**config.mk**
```make
export PLATFORM = sky130hd
export DESIGN_NAME = crd_angle
export DESIGN_NICKNAME = d
export VERILOG_FILES = /design/src/design/crd_pkg.sv /design/src/design/crd_angle.sv
export SDC_FILE = /design/constraint.sdc
export NUM_CORES = 2
export LEC_CHECK = 0
export ABC_CLOCK_PERIOD_IN_PS = 18200
export BUFFER_PORTS_ARGS = -buffer_cell sky130_fd_sc_hd__buf_2
export CAP_MARGIN = 20
export CORE_MARGIN = 2
export CORE_UTILIZATION = 30
export CTS_CLUSTER_SIZE = 40
export DETAILED_ROUTE_END_ITERATION = 16
export MAX_ROUTING_LAYER = met4
export SETUP_SLACK_MARGIN = 0.1
export SYNTH_ARGS = -nofsm -noshare
export SYNTH_HDL_FRONTEND = slang
export SYNTH_SLANG_ARGS = --single-unit
```
**constraint.sdc**
```tcl
create_clock -name clock -period 18.2 [get_ports clock]
set_clock_uncertainty 0.05 [all_clocks]
set_input_delay 0.91 -clock clock [delete_from_list [all_inputs] [get_ports clock]]
set_output_delay 0.91 -clock clock [all_outputs]
set_load 0.01 [all_outputs]
```
**src/design/crd_pkg.sv**
```systemverilog
package crd_pkg;

   localparam int ScreenWidth = 16;
   localparam int ScaleWidth  = 15;
   localparam int RotWidth    = 48;
   localparam int WeightWidth = 16;
   localparam int OutWidth    = 16;
   localparam int CsrIdxWidth = 3;
   localparam int CsrDataWidth = 48;
   localparam int AngleMax    = 25736;
   localparam int TableLen    = 24;
   localparam int CordicStepsDefault = 16;
   localparam int CordicWidth = 28;
   localparam logic signed [CordicWidth-1:0] CordicGain = 28'sd10188014;
   localparam int OutMax      = 16384;

   localparam logic [CsrIdxWidth-1:0] RegHorizScale = 3'd0;
   localparam logic [CsrIdxWidth-1:0] RegVertScale  = 3'd1;
   localparam logic [CsrIdxWidth-1:0] RegRotToX     = 3'd2;
   localparam logic [CsrIdxWidth-1:0] RegRotToY     = 3'd3;
   localparam logic [CsrIdxWidth-1:0] RegRotToZ     = 3'd4;

   localparam logic [ScaleWidth-1:0] HorizScaleReset = 15'd9060;
   localparam logic [ScaleWidth-1:0] VertScaleReset  = 15'd3939;
   localparam logic [RotWidth-1:0]   RotToXReset = 48'h0000_0000_4000;
   localparam logic [RotWidth-1:0]   RotToYReset = 48'h0000_4000_0000;
   localparam logic [RotWidth-1:0]   RotToZReset = 48'h4000_0000_0000;

   typedef struct packed {
      logic signed [CordicWidth-1:0] x;
      logic signed [CordicWidth-1:0] y;
      logic signed [CordicWidth-1:0] z;
   } cordic_vec_type;

   function automatic logic signed [CordicWidth-1:0] atan_entry(input int i);
      logic signed [CordicWidth-1:0] v;
      case (i)
         0: v = 28'sd13176795;
         1: v = 28'sd7778716;
         2: v = 28'sd4110060;
         3: v = 28'sd2086331;
         4: v = 28'sd1047214;
         5: v = 28'sd524117;
         6: v = 28'sd262123;
         7: v = 28'sd131069;
         default: v = (i < TableLen) ? (28'sd1 <<< (24 - i)) : 28'sd0;
      endcase
      return v;
   endfunction

endpackage

```
**src/design/crd_angle.sv**
```systemverilog
module crd_angle (
   input  logic clock,
   input  logic reset,
   input  logic stall,
   input  logic in_valid,
   input  logic [crd_pkg::ScreenWidth-1:0] screen_x,
   input  logic [crd_pkg::ScreenWidth-1:0] screen_y,
   input  logic [crd_pkg::ScaleWidth-1:0]  horiz_scale,
   input  logic [crd_pkg::ScaleWidth-1:0]  vert_scale,
   output logic out_valid,
   output logic signed [crd_pkg::CordicWidth-1:0] theta,
   output logic signed [crd_pkg::CordicWidth-1:0] phi
);
   // frac (18b signed) times scale (16b) = 34b product, round to 2^-24
   logic signed [17:0] fx_in, fy_in;
   logic signed [15:0] hs_in, vs_in;
   logic signed [33:0] pt_in, pp_in;
   logic valid_ff;
   logic signed [crd_pkg::CordicWidth-1:0] theta_ff, phi_ff;

   always_comb begin
      fx_in = $signed({1'b0, screen_x, 1'b0}) - 18'sd65536;
      fy_in = 18'sd65536 - $signed({1'b0, screen_y, 1'b0});
      hs_in = (horiz_scale > 15'(crd_pkg::AngleMax)) ?
              16'(crd_pkg::AngleMax) : $signed({1'b0, horiz_scale});
      vs_in = (vert_scale > 15'(crd_pkg::AngleMax)) ?
              16'(crd_pkg::AngleMax) : $signed({1'b0, vert_scale});
      pt_in = 34'(fy_in) * 34'(vs_in) + 34'sd32;
      pp_in = 34'(fx_in) * 34'(hs_in) + 34'sd32;
   end

   always_ff @(posedge clock) begin
      if (reset) begin
         valid_ff <= 1'b0;
      end else if (!stall) begin
         valid_ff <= in_valid;
      end
      if (!stall) begin
         theta_ff <= 28'(pt_in >>> 6);
         phi_ff   <= 28'(pp_in >>> 6);
      end
   end

   assign out_valid = valid_ff;
   assign theta = theta_ff;
   assign phi = phi_ff;
endmodule

```
==> qor.txt <==
Layout fillers - 7601
root buffer cell - clkbuf_16
asr flop ratio synth - 0%
synthesized area per cell - 9.24 sq um
total track usage - 15.3%
Fin. Hold Viols - 0
crit path capture type - flop
Max-Cap Viols - 0
Critical Path RT - 18250 ps
core area - 0.0726 sq mm
initial antenna violation count - 0
WL final - 52300 um
GPL Wtd Cong - 0.883
largest cells by area after synthesis - fa_1 (46%), ha_1 (11%), inv_1 (11%)
outcome - completed
type of the tightest min-delay check - flop to flop
FF/Latch Area - 0.00170 sq mm
Worst Max-Slew Pin Slew - 1170 ps
drt first pass iters - 5
vias post-DR - 15369
largest net degree at the start of global routing - 57
Worst-path clk slew - 60 ps
clock latency on the worst-skew pair - 360 ps
CTS tree - built
cells after synthesis - 2371
Hold Path End - out_valid
FF-to-FF path depth - 2
RR Startpoint - out_valid
Worst Hold Launch - out_valid
final period utilization - 47.6%
Multi-input gate area - 0.0176 sq mm
synth cell count leaders - inv_1 (634), fa_1 (507), nand2_1 (289), ha_1 (191), and2_1 (157)
Sink Count - 57
first-pass GRT wire length - 87400 um
Reg2Reg Setup Slack - 17560 ps
worst-case clock buffer depth - 2
cts bufs inserted - 9
Hold Crit Depth - 2
syn nets - 3135
DR WL/cell - 15.3 um
min Tclk post-route - 8660 ps
Rel. slew slack - 21.1%
ys flop type - edfxtp_1
r2r endpoint - out_valid
count of cell types in the netlist - 64
Fin Setup TNS - 0 ps
GRT Residual Overflow - 0
initial core utilization - 30.2%
Peak Freq - 115 MHz
HPWL after DPL - 44900 um
final antenna-violating net count - 0
Synthesis Warnings - 0
critical path launch point type - primary input
fin nets - 3213
synthesis-stage register bit count - 57
post-synth top area share - 46.3%
vias in the first global route - 16435
# diodes - 0
mapped cell area - 0.0219 sq mm
Vias/cell - 4.50
leading area contributor after synthesis - fa_1
die area - 0.0752 sq mm
cts hold-fix bufs - 0
max-slew violations - 0
htree depth - 3
# rows - 99
RSZ-0062 raised after global routing - false
Post-synth EDFFs - 56
cell with the most instances after synthesis - inv_1
I/O pin count - 123
post_cts resized - 0
layout cells sized above 1 - 7.01%
Die X - 274 um
critical path fanouts, max - 11
1st-iter DRT viols - 801
area grow syn2layout - 9.10%
Crit Path Class - primary input to flop
die height - 274 um
setup violators final - 0
WP data arrival - 8710 ps
buffer count from post-CTS setup fixing - 0
residual DRC count - 0
post-synthesis sequential area ratio - 7.76%
number of port buffers - 122
-- state kept, by name (all words and copies together) (netlist names) --
register / cells
theta: 28
phi: 28
out_valid: 1
-- worst max-delay path by stage --
| stage | start | end | slack [ps] | depth (start not counted) |
|---|---|---|---|---|
| after floorplan | screen_y[3] | theta[17] | 10290 | 27 |
| after global placement | screen_y[3] | theta[17] | 9350 | 27 |
| after detailed placement | screen_y[3] | theta[17] | 9180 | 27 |
| after CTS | screen_y[3] | theta[17] | 9600 | 27 |
| after global routing | screen_y[3] | theta[22] | 8900 | 24 |
| final | screen_y[3] | theta[17] | 9540 | 27 |
-- worst max-delay path: stages --
cell      delay (ps)
buf_2            130
nor3_1           300
nand2b_1         150
nor4_1           370
nand3b_1         170
or3_1            380
xor2_1           800
nand2_1          180
fa_1             540
fa_1             510
fa_1             510
inv_1             70
fa_1             490
fa_1             490
inv_1             50
fa_1             470
inv_1             40
ha_1             340
a21o_1           210
a21o_1           170
a21o_1           200
a21o_1           190
a41oi_2          220
nor3_1           160
or3_1            370
a21oi_1          200
xnor2_1           90
-- through the flow --
stage	setup WS (ps)	util (%)	hold slack (ps)	instances	cell area, sq um
2_1_floorplan	10290	-	485	2371	21900
3_5_place_dp	9180	32.5	439	3395	23600
6_report	9540	32.9	458	3413	23900
5_1_grt	8900	32.9	507	3413	23900
3_3_place_gp	9350	32.5	443	3394	23600
4_1_cts	9600	32.9	458	3411	23900
-- logic make-up after synthesis --
group | Yosys count | synth area share (%)
AOI/OAI and AO/OA | 139 | 4.36
xor gates and xnor gates | 94 | 3.76
adders and majority gates | 698 | 57.2
buffers and inverters | 706 | 12.1
DFF | 57 | 7.76
muxes | 1 | 0.0457
and+or+nand+nor | 676 | 14.8
-- per-layer routing --
metal | GRT usage, % | wire length (um) | vias up
met1 | 20.4 | 24000 | 7840
met3 | 3.42 | 3200 | 64
met4 | 3.23 | 915 | 0
li1 | - | - | 7124
met2 | 23.8 | 24200 | 341
met5 | - | 0 | -
-- placed cells by master, fill, tap and decap left out, types with 3 or more instances in the layout --
master / instances
a211oi_1: 6
a21boi_0: 3
a21o_1: 32
a21oi_1: 37
a31oi_1: 3
and2_1: 157
and3_1: 20
buf_2: 122
buf_4: 17
clkbuf_16: 9
edfxtp_1: 56
fa_1: 507
ha_1: 191
inv_1: 633
nand2_1: 289
nand2b_1: 20
nand3_1: 8
nand4_1: 7
nor2_1: 111
nor2b_1: 18
nor3_1: 15
nor4_1: 5
o21a_1: 3
o21ai_0: 21
o31ai_1: 6
or2_2: 6
or3_1: 4
xnor2_1: 63
xor2_1: 31
-- area by class of cell --
class	count	area share, %
clock buffers	9	0.942
flip-flops and latches	57	7.12
inverters	634	9.95
repair buffers	139	3.09
multi-input cells	1608	73.5
well taps	959	5.02
clock inverters	7	0.424
Power is not shown: default switching activity piles up to over one toggle a cycle in this logic, so the estimate is an artifact.
